[config.mk]
export PLATFORM = sky130hd
export DESIGN_NAME = roi_depth_backproject_stats
export DESIGN_NICKNAME = d
export VERILOG_FILES = /design/src/design/rdbs_pkg.sv /design/src/design/rdbs_div.sv /design/src/design/rdbs_front.sv /design/src/design/rdbs_back.sv /design/src/design/roi_depth_backproject_stats.sv
export SDC_FILE = /design/constraint.sdc
export NUM_CORES = 2
export LEC_CHECK = 0
export BUFFER_PORTS_ARGS = -buffer_cell sky130_fd_sc_hd__buf_2
export CORE_MARGIN = 4
export CORE_UTILIZATION = 60
export CTS_BUF_LIST = sky130_fd_sc_hd__clkbuf_8
export DETAILED_ROUTE_END_ITERATION = 10
export GPL_ROUTABILITY_DRIVEN = 0
export GPL_TIMING_DRIVEN = 1
export PLACE_DENSITY = 0.76
export SLEW_MARGIN = 20
export SYNTH_ARGS = -nofsm -noshare
export SYNTH_HDL_FRONTEND = slang
export SYNTH_SLANG_ARGS = --single-unit
export TNS_END_PERCENT = 5
[constraint.sdc]
create_clock -name clk -period 15.3 [get_ports clk]
set_input_delay 0.765 -clock clk [delete_from_list [all_inputs] [get_ports clk]]
set_output_delay 0.765 -clock clk [all_outputs]
set_load 0.005 [all_outputs]
[src/design/rdbs_pkg.sv]
// ---------------------------------------------------------------------------
// rdbs_pkg
// Types and constants shared by the roi depth back-projection statistics block.
// ---------------------------------------------------------------------------
package rdbs_pkg;

	localparam int MAX_WIDTH      = 1024;
	localparam int MAX_HEIGHT     = 1024;
	localparam int DEPTH_LIMIT_MM = 1000;

	localparam int JOBQ_AW    = 2;
	localparam int JOBQ_DEPTH = 1 << JOBQ_AW;

	localparam logic [20:0] COUNT_FULL = 21'h1FFFFF;
	localparam logic signed [23:0] XY_MAX = 24'sh7FFFFF;
	localparam logic signed [23:0] XY_MIN = -24'sh800000;

	localparam logic [2:0] REG_ROI_LEFT    = 3'd0;
	localparam logic [2:0] REG_ROI_TOP     = 3'd1;
	localparam logic [2:0] REG_ROI_WIDTH   = 3'd2;
	localparam logic [2:0] REG_ROI_HEIGHT  = 3'd3;
	localparam logic [2:0] REG_PRINCIPAL_X = 3'd4;
	localparam logic [2:0] REG_PRINCIPAL_Y = 3'd5;
	localparam logic [2:0] REG_FOCAL_X     = 3'd6;
	localparam logic [2:0] REG_FOCAL_Y     = 3'd7;

	typedef struct packed {
		logic [15:0] depth_mm;
		logic [9:0]  pixel_col;
		logic [9:0]  pixel_row;
		logic        frame_end;
	} in_item_t;

	typedef struct packed {
		logic               found;
		logic [20:0]        kept_count;
		logic signed [23:0] mean_x_mm;
		logic signed [23:0] mean_y_mm;
		logic [9:0]         mean_z_mm;
		logic [23:0]        extent_x_mm;
		logic [23:0]        extent_y_mm;
		logic [9:0]         extent_z_mm;
	} out_item_t;

	typedef struct packed {
		logic [9:0]  roi_left;
		logic [9:0]  roi_top;
		logic [9:0]  roi_width;
		logic [9:0]  roi_height;
		logic [13:0] principal_x;
		logic [13:0] principal_y;
		logic [15:0] focal_x;
		logic [15:0] focal_y;
	} cfg_t;

	// classified item handed from front to back
	typedef struct packed {
		logic               keep;
		logic               last;
		logic signed [25:0] dx;
		logic signed [25:0] dy;
		logic [9:0]         z;
	} job_t;

	typedef enum logic [2:0] {
		ST_IDLE,
		ST_PX,
		ST_PY,
		ST_MX,
		ST_MY,
		ST_MZ,
		ST_EMIT
	} back_state_t;

endpackage

[src/design/rdbs_div.sv]
// ---------------------------------------------------------------------------
// rdbs_div
// Iterative signed divider, one quotient bit per cycle, truncating toward zero.
// ---------------------------------------------------------------------------
module rdbs_div import rdbs_pkg::*; (
	input  logic               clk,
	input  logic               arst_n,
	input  logic               start,
	input  logic signed [47:0] num,
	input  logic [20:0]        den,
	output logic               done,
	output logic signed [47:0] quo
);

	logic [47:0] n_q;
	logic [47:0] q_q;
	logic [21:0] r_q;
	logic [20:0] d_q;
	logic        neg_q;
	logic [5:0]  cnt_q;
	logic        busy_q;
	logic [21:0] r_sh;
	logic [21:0] r_sub;

	assign r_sh  = {r_q[20:0], n_q[47]};
	assign r_sub = r_sh - {1'b0, d_q};

	always_ff @(posedge clk or negedge arst_n) begin
		if (!arst_n) begin
			busy_q <= 1'b0;
			cnt_q  <= '0;
			done   <= 1'b0;
		end else begin
			done <= 1'b0;
			if (start) begin
				busy_q <= 1'b1;
				cnt_q  <= 6'd48;
			end else if (busy_q) begin
				cnt_q <= cnt_q - 6'd1;
				if (cnt_q == 6'd1) begin
					busy_q <= 1'b0;
					done   <= 1'b1;
				end
			end
		end
	end

	always_ff @(posedge clk) begin
		if (start) begin
			n_q   <= num[47] ? 48'(-num) : num;
			neg_q <= num[47];
			d_q   <= den;
			r_q   <= '0;
			q_q   <= '0;
		end else if (busy_q) begin
			n_q <= {n_q[46:0], 1'b0};
			if (!r_sub[21]) begin
				r_q <= r_sub;
				q_q <= {q_q[46:0], 1'b1};
			end else begin
				r_q <= r_sh;
				q_q <= {q_q[46:0], 1'b0};
			end
		end
	end

	assign quo = neg_q ? -$signed(q_q) : $signed(q_q);

endmodule

[src/design/rdbs_front.sv]
// ---------------------------------------------------------------------------
// rdbs_front
// Accepts pixels, applies rectangle and depth tests, forms offsets, queues jobs.
// ---------------------------------------------------------------------------
module rdbs_front import rdbs_pkg::*; (
	input  logic     clk,
	input  logic     arst_n,
	input  cfg_t     cfg,
	input  logic     push,
	output logic     full,
	input  in_item_t data_in,
	output logic     job_valid,
	input  logic     job_take,
	output job_t     job
);

	job_t               fifo_q [JOBQ_DEPTH];
	logic [JOBQ_AW-1:0] wp_q;
	logic [JOBQ_AW-1:0] rp_q;
	logic [JOBQ_AW:0]   cnt_q;
	job_t       nj;
	logic       in_roi;
	logic [10:0] right;
	logic [10:0] bottom;
	logic       wr;
	logic       rd;

	assign right  = {1'b0, cfg.roi_left} + {1'b0, cfg.roi_width};
	assign bottom = {1'b0, cfg.roi_top} + {1'b0, cfg.roi_height};

	always_comb begin
		in_roi = (data_in.pixel_col >= cfg.roi_left) && ({1'b0, data_in.pixel_col} <= right)
			&& (data_in.pixel_row >= cfg.roi_top) && ({1'b0, data_in.pixel_row} <= bottom)
			&& (32'(data_in.pixel_col) < MAX_WIDTH) && (32'(data_in.pixel_row) < MAX_HEIGHT);
		nj.keep = in_roi && (data_in.depth_mm != 16'd0)
			&& (32'(data_in.depth_mm) <= DEPTH_LIMIT_MM);
		nj.last = data_in.frame_end;
		nj.dx   = $signed({12'b0, data_in.pixel_col, 4'b0}) - $signed({12'b0, cfg.principal_x});
		nj.dy   = $signed({12'b0, data_in.pixel_row, 4'b0}) - $signed({12'b0, cfg.principal_y});
		nj.z    = data_in.depth_mm[9:0];
	end

	assign full      = (cnt_q == (JOBQ_AW + 1)'(JOBQ_DEPTH));
	assign job_valid = (cnt_q != '0);
	assign job       = fifo_q[rp_q];
	assign wr        = push && !full;
	assign rd        = job_take && job_valid;

	always_ff @(posedge clk or negedge arst_n) begin
		if (!arst_n) begin
			wp_q  <= '0;
			rp_q  <= '0;
			cnt_q <= '0;
		end else begin
			if (wr) wp_q <= wp_q + JOBQ_AW'(1);
			if (rd) rp_q <= rp_q + JOBQ_AW'(1);
			cnt_q <= cnt_q + (JOBQ_AW + 1)'(wr) - (JOBQ_AW + 1)'(rd);
		end
	end

	always_ff @(posedge clk) begin
		if (wr) fifo_q[wp_q] <= nj;
	end

endmodule

[src/design/rdbs_back.sv]
// ---------------------------------------------------------------------------
// rdbs_back
// Back-projects kept pixels, accumulates statistics and forms frame results.
// ---------------------------------------------------------------------------
module rdbs_back import rdbs_pkg::*; (
	input  logic      clk,
	input  logic      arst_n,
	input  cfg_t      cfg,
	input  logic      job_valid,
	output logic      job_take,
	input  job_t      job,
	output logic      empty,
	input  logic      pop,
	output out_item_t data_out
);

	back_state_t state_q, state_d;
	job_t        job_q;
	logic [20:0] kept_q;
	logic signed [47:0] sum_x_q, sum_y_q;
	logic [30:0] sum_z_q;
	logic signed [23:0] min_x_q, max_x_q, min_y_q, max_y_q;
	logic [9:0]  min_z_q, max_z_q;
	logic        out_valid_q;
	out_item_t   out_q;
	logic        dstart;
	logic signed [47:0] dnum;
	logic [20:0] dden;
	logic        ddone;
	logic signed [47:0] dquo;
	logic signed [41:0] prod_q;
	logic signed [23:0] sat;
	logic [15:0] fx, fy;

	assign fx = (cfg.focal_x == 16'd0) ? 16'd1 : cfg.focal_x;
	assign fy = (cfg.focal_y == 16'd0) ? 16'd1 : cfg.focal_y;

	rdbs_div u_div (
		.clk(clk), .arst_n(arst_n), .start(dstart), .num(dnum), .den(dden),
		.done(ddone), .quo(dquo)
	);

	always_comb begin
		if (dquo > 48'(XY_MAX)) sat = XY_MAX;
		else if (dquo < 48'(XY_MIN)) sat = XY_MIN;
		else sat = dquo[23:0];
	end

	function automatic logic kept_q_ok();
		return !((state_q == ST_MX || state_q == ST_MY || state_q == ST_MZ) && kept_q == 21'd0);
	endfunction

	// a frame's last pixel waits in the queue while a result is pending
	always_comb begin
		state_d  = state_q;
		job_take = 1'b0;
		unique case (state_q)
			ST_IDLE: begin
				if (job_valid && (!out_valid_q || !job.last)) begin
					job_take = 1'b1;
					if (job.keep && kept_q != COUNT_FULL) state_d = ST_PX;
					else if (job.last) state_d = ST_MX;
				end
			end
			ST_PX: if (ddone) state_d = ST_PY;
			ST_PY: if (ddone) state_d = job_q.last ? ST_MX : ST_IDLE;
			ST_MX: if (ddone || kept_q == 21'd0) state_d = ST_MY;
			ST_MY: if (ddone || kept_q == 21'd0) state_d = ST_MZ;
			ST_MZ: if (ddone || kept_q == 21'd0) state_d = ST_EMIT;
			ST_EMIT: state_d = ST_IDLE;
			default: state_d = ST_IDLE;
		endcase
	end

	// divider launches in the cycle a dividing state is entered, when its product is already registered
	logic launch_q;
	always_ff @(posedge clk or negedge arst_n) begin
		if (!arst_n) begin
			state_q     <= ST_IDLE;
			launch_q    <= 1'b0;
			out_valid_q <= 1'b0;
			kept_q      <= '0;
			sum_x_q     <= '0;
			sum_y_q     <= '0;
			sum_z_q     <= '0;
			min_x_q     <= XY_MAX;
			max_x_q     <= XY_MIN;
			min_y_q     <= XY_MAX;
			max_y_q     <= XY_MIN;
			min_z_q     <= 10'(DEPTH_LIMIT_MM);
			max_z_q     <= '0;
		end else begin
			state_q  <= state_d;
			launch_q <= (state_d != state_q) && (state_d != ST_IDLE) && (state_d != ST_EMIT);
			if (pop && out_valid_q) out_valid_q <= 1'b0;
			if (state_q == ST_PX && ddone) begin
				if (sat < min_x_q) min_x_q <= sat;
				if (sat > max_x_q) max_x_q <= sat;
				sum_x_q <= sum_x_q + 48'(sat);
			end
			if (state_q == ST_PY && ddone) begin
				if (sat < min_y_q) min_y_q <= sat;
				if (sat > max_y_q) max_y_q <= sat;
				sum_y_q <= sum_y_q + 48'(sat);
				sum_z_q <= sum_z_q + 31'(job_q.z);
				kept_q  <= kept_q + 21'd1;
				if (job_q.z < min_z_q) min_z_q <= job_q.z;
				if (job_q.z > max_z_q) max_z_q <= job_q.z;
			end
			if (state_q == ST_EMIT) begin
				out_valid_q <= 1'b1;
				kept_q  <= '0;
				sum_x_q <= '0;
				sum_y_q <= '0;
				sum_z_q <= '0;
				min_x_q <= XY_MAX;
				max_x_q <= XY_MIN;
				min_y_q <= XY_MAX;
				max_y_q <= XY_MIN;
				min_z_q <= 10'(DEPTH_LIMIT_MM);
				max_z_q <= '0;
			end
		end
	end

	always_ff @(posedge clk) begin
		if (job_take) job_q <= job;
		unique case (state_d)
			ST_PX:   prod_q <= 42'(job.dx * $signed({1'b0, job.z}));
			ST_PY:   prod_q <= 42'(job_q.dy * $signed({1'b0, job_q.z}));
			default: prod_q <= prod_q;
		endcase
		if (state_q == ST_MX && (ddone || kept_q == 21'd0)) out_q.mean_x_mm <= dquo[23:0];
		if (state_q == ST_MY && (ddone || kept_q == 21'd0)) out_q.mean_y_mm <= dquo[23:0];
		if (state_q == ST_MZ && (ddone || kept_q == 21'd0)) out_q.mean_z_mm <= dquo[9:0];
		if (state_q == ST_EMIT) begin
			out_q.found      <= kept_q != 21'd0;
			out_q.kept_count <= kept_q;
			if (kept_q == 21'd0) begin
				out_q.mean_x_mm <= '0;
				out_q.mean_y_mm <= '0;
				out_q.mean_z_mm <= '0;
			end
			out_q.extent_x_mm <= (kept_q == 21'd0) ? 24'd0 : 24'(max_x_q - min_x_q);
			out_q.extent_y_mm <= (kept_q == 21'd0) ? 24'd0 : 24'(max_y_q - min_y_q);
			out_q.extent_z_mm <= (kept_q == 21'd0) ? 10'd0 : max_z_q - min_z_q;
		end
	end

	always_comb begin
		dstart = launch_q && kept_q_ok();
		dden   = {5'b0, fx};
		dnum   = 48'(prod_q);
		unique case (state_q)
			ST_PY:   dden = {5'b0, fy};
			ST_MX:   begin dden = kept_q; dnum = sum_x_q; end
			ST_MY:   begin dden = kept_q; dnum = sum_y_q; end
			ST_MZ:   begin dden = kept_q; dnum = 48'({17'b0, sum_z_q}); end
			default: dden = {5'b0, fx};
		endcase
	end

	assign empty    = !out_valid_q;
	assign data_out = out_q;

endmodule

[src/design/roi_depth_backproject_stats.sv]
// ---------------------------------------------------------------------------
// roi_depth_backproject_stats
// Region-of-interest depth statistics with pinhole back-projection.
// ---------------------------------------------------------------------------
// input: push a pixel while full is low; a short queue decouples intake
// from the statistics engine, so pixels are taken at once until it fills.
// each kept pixel makes two passes through the shared 48-step divider
// (X then Y); a dropped pixel is taken without a division.
// frame_end adds three mean divisions (none when nothing was kept), then
// the result appears while empty is low and holds until popped. while a
// result waits, pixels of the next frame are still processed, but its last
// pixel holds at the queue head, so a stalled receiver backs up into full.
// reset clears statistics and sets focal lengths to 16, other registers 0.
// configuration is an apb slave, register i at byte 4*i, pready always high.
// ---------------------------------------------------------------------------
module roi_depth_backproject_stats import rdbs_pkg::*; (
	input  logic        clk,
	input  logic        arst_n,
	input  logic        push,
	output logic        full,
	input  in_item_t    data_in,
	output logic        empty,
	input  logic        pop,
	output out_item_t   data_out,
	input  logic        psel,
	input  logic        penable,
	input  logic        pwrite,
	input  logic [4:0]  paddr,
	input  logic [31:0] pwdata,
	output logic [31:0] prdata,
	output logic        pready
);

	cfg_t cfg_q;
	logic job_valid, job_take;
	job_t job;
	logic [2:0] idx;

	assign pready = 1'b1;
	assign idx    = paddr[4:2];

	always_ff @(posedge clk or negedge arst_n) begin
		if (!arst_n) begin
			cfg_q <= {68'd0, 16'd16, 16'd16};
		end else if (psel && penable && pwrite) begin
			unique case (idx)
				REG_ROI_LEFT:    cfg_q.roi_left    <= pwdata[9:0];
				REG_ROI_TOP:     cfg_q.roi_top     <= pwdata[9:0];
				REG_ROI_WIDTH:   cfg_q.roi_width   <= pwdata[9:0];
				REG_ROI_HEIGHT:  cfg_q.roi_height  <= pwdata[9:0];
				REG_PRINCIPAL_X: cfg_q.principal_x <= pwdata[13:0];
				REG_PRINCIPAL_Y: cfg_q.principal_y <= pwdata[13:0];
				REG_FOCAL_X:     cfg_q.focal_x     <= pwdata[15:0];
				REG_FOCAL_Y:     cfg_q.focal_y     <= pwdata[15:0];
				default:         cfg_q.roi_left    <= cfg_q.roi_left;
			endcase
		end
	end

	always_comb begin
		unique case (idx)
			REG_ROI_LEFT:    prdata = {22'b0, cfg_q.roi_left};
			REG_ROI_TOP:     prdata = {22'b0, cfg_q.roi_top};
			REG_ROI_WIDTH:   prdata = {22'b0, cfg_q.roi_width};
			REG_ROI_HEIGHT:  prdata = {22'b0, cfg_q.roi_height};
			REG_PRINCIPAL_X: prdata = {18'b0, cfg_q.principal_x};
			REG_PRINCIPAL_Y: prdata = {18'b0, cfg_q.principal_y};
			REG_FOCAL_X:     prdata = {16'b0, cfg_q.focal_x};
			REG_FOCAL_Y:     prdata = {16'b0, cfg_q.focal_y};
			default:         prdata = '0;
		endcase
	end

	rdbs_front u_front (
		.clk(clk), .arst_n(arst_n), .cfg(cfg_q), .push(push), .full(full),
		.data_in(data_in), .job_valid(job_valid), .job_take(job_take), .job(job)
	);

	rdbs_back u_back (
		.clk(clk), .arst_n(arst_n), .cfg(cfg_q), .job_valid(job_valid),
		.job_take(job_take), .job(job), .empty(empty), .pop(pop), .data_out(data_out)
	);

endmodule

# --- Yosys cells after proc, flatten, opt, wreduce, memory -nomap -nowiden ---
# Memories as Yosys holds them, arrays and structs flattened.
# Cells that the tools add are included.
totals:
  regBits: 740
  ramBits: 256
  inputBits: 81
  n_memories: 1
mem_list:
  columns: ["name", "depth", "word_bits", "rd", "rd_ports_with_merged_regs", "write_ports", "line_no", "source"]
  rows:
  - ["u_front.fifo_q", 4, 64, 1, 0, 1, "rdbs_front.sv:17", "job_t fifo_q [JOBQ_DEPTH];"]
op_classes:
  addsub: 19
  multipliers: 2
  order_cmp: 13
  eq_ne: 20
  mux: 72
  reduce_logical: 64
op_table:
  columns: ["op", "count"]
  rows:
  - ["2-to-1 mux 24 bit", 18]
  - ["2-to-1 mux 48 bit", 8]
  - ["one-hot mux 32 bit (8 select lines)", 1]
  - ["one-hot mux 48 bit (3 select lines)", 1]
  - ["2-to-1 mux 116 bit", 1]
  - ["adder 48 x 24 -> 48 bit", 2]
  - ["negation 48 bit", 2]
  - ["one-hot mux 42 bit (2 select lines)", 1]
  - ["2-to-1 mux 10 bit", 8]
  - ["multiplier 26 x 11 -> 37 bit", 2]
  - ["2-to-1 mux 21 bit", 3]
  - ["2-to-1 mux 31 bit", 2]
  - ["2-to-1 mux 58 bit", 1]
  - ["> comparator 24 bit", 2]
  - ["> comparator 48 x 24 -> 1 bit (second input constant)", 1]
  - ["less-than comparator 24 bit", 2]
  - ["less-than comparator 48 x 24 -> 1 bit (second input constant)", 1]
  - ["subtractor 24 bit", 2]
  - ["one-hot mux 21 bit (2 select lines)", 1]
  - ["zero test 16 bit", 2]
  - ["2-to-1 mux 16 bit", 2]
  - ["adder 31 x 10 -> 31 bit", 1]
  - ["subtractor 14 x 14 -> 15 bit", 2]
  - ["AND reduction 2 bit", 14]
  - ["other kinds (35)", 110]

# --- Longest topological paths before layout ---
logic_depth:
  ltp_word: 9
  depth_mapped: 30
  depth_no_buf: 26

# --- Hierarchy ---
# Synthesis repeated with hierarchy kept, for this count alone.
hier_totals:
  hier_cells: 7411
  area_unflattened_um2: 71900.2
modules_own_cells:
  columns: ["module", "n_inst", "cells_per_inst", "area_per_inst_um2"]
  rows:
  - ["rdbs_back", 1, 5505, 49017.0]
  - ["rdbs_front", 1, 647, 9409.0]
  - ["rdbs_div", 1, 919, 8678.3]
  - ["roi_depth_backproject_stats", 1, 340, 4795.8]

# --- Worst setup path before layout ---
# OpenSTA, ideal clock, no wires.
synth_timing:
  kind: "register to register"
  from: "register u_back.u_div.q_q[14]"
  to: "register u_back.sum_x_q[47]"
  setup_ns: 0.120
  t_arrival_ns: 7.534
  required_time_ns: 15.180
  path_slack_ns: 7.645
  path_stages_with_launch: 27
  path_buffers: 3
  synth_period_minus_slack_ns: 7.655
  cell_sequence: "dfxtp_1 > buf_2 > nor4_4 > nand3_1 > nor4_2 > a41o_1 > xor2_1 > inv_1 > clkbuf_1 > o31a_1 > clkbuf_1 > nor2_1 > nor2_1 > inv_1 > ha_1 > a21o_1 > a21o_1 > a221oi_1 > a21oi_1 > a2111oi_0 > a311oi_1 > nor2_1 > o21ai_0 > o31ai_1 > mux2i_1 > a21oi_1 > a41o_1"
synth_via:
  elab_chain_cells: 8
  word_cells_on_any_way: 9
  classes_between: "2 x add/sub; 2 x order compare; 5 x mux"
synth_rtl:
  columns: ["item", "line_no", "source"]
  rows:
  - ["start: declaration", "rdbs_div.sv:16", "logic [47:0] q_q;"]
  - ["start signal: assignment", "rdbs_div.sv:59", "q_q <= {q_q[46:0], 1'b1};"]
  - ["start signal: assignment", "rdbs_div.sv:62", "q_q <= {q_q[46:0], 1'b0};"]
  - ["negation 48 bit", "rdbs_div.sv:67", "assign quo = neg_q ? -$signed(q_q) : $signed(q_q);"]
  - ["2-to-1 mux 48 bit (*)", "rdbs_div.sv:67", null]
  - ["less-than comparator 48 x 24 -> 1 bit", "rdbs_back.sv:45", "else if (dquo < 48'(XY_MIN)) sat = XY_MIN;"]
  - ["2-to-1 mux 24 bit", "rdbs_back.sv:45", null]
  - ["2-to-1 mux 24 bit (*)", "rdbs_back.sv:44", "if (dquo > 48'(XY_MAX)) sat = XY_MAX;"]
  - ["adder 48 x 24 -> 48 bit (*)", "rdbs_back.sv:99", "sum_x_q <= sum_x_q + 48'(sat);"]
  - ["2-to-1 mux 48 bit (*)", "rdbs_back.sv:96", "if (state_q == ST_PX && ddone) begin"]
  - ["2-to-1 mux 48 bit (*)", "rdbs_back.sv:110", "if (state_q == ST_EMIT) begin"]
  - ["end signal: assignment", "rdbs_back.sv:99", null]
  - ["end: declaration", "rdbs_back.sv:20", "logic signed [47:0] sum_x_q, sum_y_q;"]
# Every way passes the cells marked *; elsewhere a longest branch is shown, timed or not. The select of a mux whose other input is x is not followed.
# A chain may end at the register's enable or synchronous reset.

# --- Final worst setup path ---
layout_timing:
  from: "register u_back.u_div.q_q[8]"
  to: "register u_back.sum_y_q[47]"
layout_via:
  elab_chain_cells: 8
  word_cells_on_any_way: 9
  classes_between: "2 x add/sub; 2 x order compare; 5 x mux"
layout_rtl:
  columns: ["item", "line_no", "source"]
  rows:
  - ["negation 48 bit", "rdbs_div.sv:67", null]
  - ["2-to-1 mux 48 bit (*)", "rdbs_div.sv:67", null]
  - ["less-than comparator 48 x 24 -> 1 bit", "rdbs_back.sv:45", null]
  - ["2-to-1 mux 24 bit", "rdbs_back.sv:45", null]
  - ["2-to-1 mux 24 bit (*)", "rdbs_back.sv:44", null]
  - ["adder 48 x 24 -> 48 bit (*)", "rdbs_back.sv:104", "sum_y_q <= sum_y_q + 48'(sat);"]
  - ["2-to-1 mux 48 bit (*)", "rdbs_back.sv:101", "if (state_q == ST_PY && ddone) begin"]
  - ["2-to-1 mux 48 bit (*)", "rdbs_back.sv:110", null]
  - ["end signal: assignment", "rdbs_back.sv:104", null]
  - ["end: declaration", "rdbs_back.sv:20", null]
# Marked as above.

==> out/qor.yml <==
root_buffer: "clkbuf_8"
cp_max_fo: 21
wl_um: 171400
area_growth_pct: 8.464
ys_types: 99
synthAdderAreaFrac_pct: 19.18
io-pin-count: 254
synth_edf_count: 381
wl_per_cell_um: 20.35
ctsResizeCount: 0
ctsHoldBuffers: 1
rows: 120
grt_use_total_pct: 30.42
max_freq_ghz: 0.1103
synth.yosys.warnings: 0
seq_area_frac_synth_pct: 36.40
path_clk_slew_ns: 0.06
cts_buffers: 153
cp.arrival_ns: 9.84
rsz0062_at_grt: "no"
dr.pass1.iters: 6
die_h_um: 337.2
synthArstFlopShare_pct: 43.05
r2r_end: "u_back.sum_y_q[47]"
fin_crit_sh_pct: 59.24
hold_start: "pop"
synth_compound_area_share_pct: 14.61
max-cap-violations: 0
slew_headroom_pct: 22.41
muxShareOfSynthArea_pct: 5.675
synth.most_common_cell: "inv_1"
gr-usage-met3_pct: 5.107
slowest_delay_ns: 0.76
placed_area_sq_um: 67310
hold_class: "in2reg"
hold_end: "u_back.out_valid_q"
dp_hpwl_um: 126100
num_vias: 51140
drt-vias-per-instance: 6.073
worstReg2RegStart: "u_back.u_div.q_q[8]"
path_class: "reg2reg"
synthCells: 6738
cp-end-kind: "flop"
dieArea_sq_um: 113700
insertion_delay_ns: 0.86
drive_gt1_share_pct: 11.10
grt_pass1_vias: 50890
outcome: "completed"
post_cts_buffers: 0
yosys.area.top_type_share_pct: 17.60
slew_viol_final: 0
grt.overflow.total: 0
min_path_cells: 2
synthesis.area_sq_um: 65010
postRouteAntennaNets: 0
h-tree-depth: 4
tns_ns: 0
cts_tree: "yes"
setup_viol_count_final: 0
synth_top_family_by_area: "adder cells"
final_hold_viol_count: 0
ff2ff_path_depth: 23
period_needed_ns: 9.064
synthFlopType: "edfxtp_1"
drc: 0
final_area_sq_um: 70520
met1_usage_pct: 39.26
worstMarginPinSlew_ns: 1.164
busiest_layer: "met2"
met2_usage_pct: 51.57
io_buffers: 218
yosysTopAreaCell: "edfxtp_1"
crit_required_ns: 16.07
r2r_slack_ns: 6.24
cp_common_cell: "nor2_1"
antenna_found_initial: 5
ys_ff_latch: 892
grt_max_degree: 164
coreArea_sq_um: 107400
die_width_um: 337.2
skew_ns: 0.04261
netlist_top_cells_count: "inv_1 (650), nand2_1 (590), nor2_1 (552)"
nNetsFinal: 7784
critPathLaunchType: "flop"
post_synth.cell_area_avg_sq_um: 9.649
synth-xor-area-share_pct: 4.351
cts.sinks: 892
yosys-top-cells-area: "edfxtp_1 (18%), dfrtp_1 (13%), ha_1 (10%)"
critPathSlowestCell: "o31a_1"
initial_core_util_pct: 60.56
drt_iter0_drc: 4434
synth_simple_gate_area_share_pct: 14.01
clockBufferDepth: 3
path_cells: "nor4_4 -> nand4_2 -> nor4_2 -> a41o_1 -> xor2_1 -> inv_2 -> o31a_1 -> nor2_1 -> nor2_1 -> inv_1 -> ha_1 -> a211oi_1 -> o211a_1 -> a221oi_1 -> buf_4 -> a2111oi_0 -> o31ai_1 -> a41oi_1 -> a21oi_1 -> a31oi_1 -> nor2_1 -> or4_1 -> a21oi_1"
grt_pass1_wl_um: 275200
[kinds of logic after synthesis]
logic type                 count (synthesis)
AOI/OAI and AO/OA                       1500
xor gates and xnor gates                 323
adders and majority gates                819
buffers and inverters                    967
DFF                                      892
muxes                                    316
other                                      2
and+or+nand+nor                         1919
[stage by stage]
step / setup WS, ns / hold WS, ns / std cells / util, %
after floorplan: 7.645 / 0.4231 / 6753 / -
after global placement: 6.491 / 0.4535 / 8127 / 62.67
after detailed placement: 6.399 / 0.4726 / 8128 / 62.70
after CTS: 6.344 / 0.02108 / 8415 / 65.60
after global routing: 5.578 / 0.07264 / 8419 / 65.68
final: 6.236 / 0.08324 / 8422 / 65.69
[worst max-delay path: cells and delay by family (launching register included)]
kind / cells / cell delay [ns]
buffers and inverters: 3 / 0.97
flip-flops: 1 / 0.39
AND/OR/NAND/NOR: 7 / 2.84
AO/OA/AOI/OAI: 11 / 4.10
XOR/XNOR: 1 / 0.25
adder cells (fa/ha/maj): 1 / 0.38
[placed cells by master, fill, tap and decap left out, types with 18 or more instances in the layout]
| master | n |
|---|---|
| dfstp_2 | 56 |
| clkinv_1 | 28 |
| nor2b_1 | 77 |
| o21ai_1 | 18 |
| and3_1 | 33 |
| nand2_1 | 587 |
| mux4_2 | 31 |
| a211oi_1 | 118 |
| clkbuf_8 | 169 |
| o21bai_1 | 31 |
| dfxtp_1 | 127 |
| nor2_1 | 546 |
| nand2b_1 | 82 |
| nand4_1 | 58 |
| o31ai_1 | 40 |
| o21ai_0 | 429 |
| mux2_2 | 111 |
| nor4_1 | 44 |
| or3_1 | 38 |
| a31oi_1 | 76 |
| and2_1 | 116 |
| xnor2_1 | 175 |
| inv_1 | 703 |
| dfrtp_1 | 322 |
| a31o_2 | 18 |
| a21oi_1 | 323 |
| a21o_1 | 164 |
| nand3_1 | 132 |
| xor2_1 | 147 |
| fa_1 | 296 |
| o21a_1 | 65 |
| mux2i_1 | 174 |
| edfxtp_1 | 381 |
| buf_4 | 63 |
| ha_1 | 523 |
| nor3_1 | 88 |
| o211ai_1 | 48 |
| buf_2 | 217 |
[worst max path at each step]
stage | from | endpoint | slack, ns | cells after the start
6_report | u_back.u_div.q_q[8] | u_back.sum_y_q[47] | 6.24 | 23
5_1_grt | u_back.u_div.q_q[8] | u_back.sum_y_q[47] | 5.58 | 23
4_1_cts | u_back.u_div.q_q[8] | u_back.sum_y_q[47] | 6.34 | 23
3_5_place_dp | u_back.u_div.q_q[8] | u_back.sum_y_q[47] | 6.40 | 23
3_3_place_gp | u_back.u_div.q_q[8] | u_back.sum_y_q[47] | 6.49 | 23
2_1_floorplan | u_back.u_div.q_q[14] | u_back.sum_x_q[47] | 7.65 | 26
[area by class of cell]
cell class,instances,area (sq um)
fill,8398,36840
sequential,892,23670
inverter,656,2467
multi-input combinational,4894,37810
timing repair buffer,287,1694
clock inverter,117,782.0
clock buffer,169,2326
tap,1403,1755
antenna,4,10.01
[state kept, by name, summed over array words and instances, names as in the netlist, 10 cells and up]
| register | count |
|---|---|
| u_back.u_div.r_q | 21 |
| cfg_q | 100 |
| u_back.u_div.d_q | 21 |
| u_back.sum_x_q | 48 |
| u_back.min_z_q | 10 |
| u_back.data_out | 138 |
| u_back.job_q | 26 |
| u_back.max_x_q | 24 |
| u_front.fifo_q | 168 |
| u_back.u_div.q_q | 48 |
| u_back.max_z_q | 10 |
| u_back.max_y_q | 24 |
| u_back.sum_z_q | 31 |
| u_back.kept_q | 21 |
| u_back.min_x_q | 24 |
| u_back.u_div.n_q | 48 |
| u_back.prod_q | 37 |
| u_back.sum_y_q | 48 |
| u_back.min_y_q | 24 |
[per-layer routing]
layer	part of all wire, %	wire (um)	vias to the layer above
li1	-	-	23850
met1	41	69820	25020
met2	48	83060	1850
met3	6.9	11790	432
met4	3.9	6685	0
met5	0	0	-
Power is left out: the tool's default activity adds up to more than one toggle a clock period on the data nets, which glitch-free logic cannot reach.
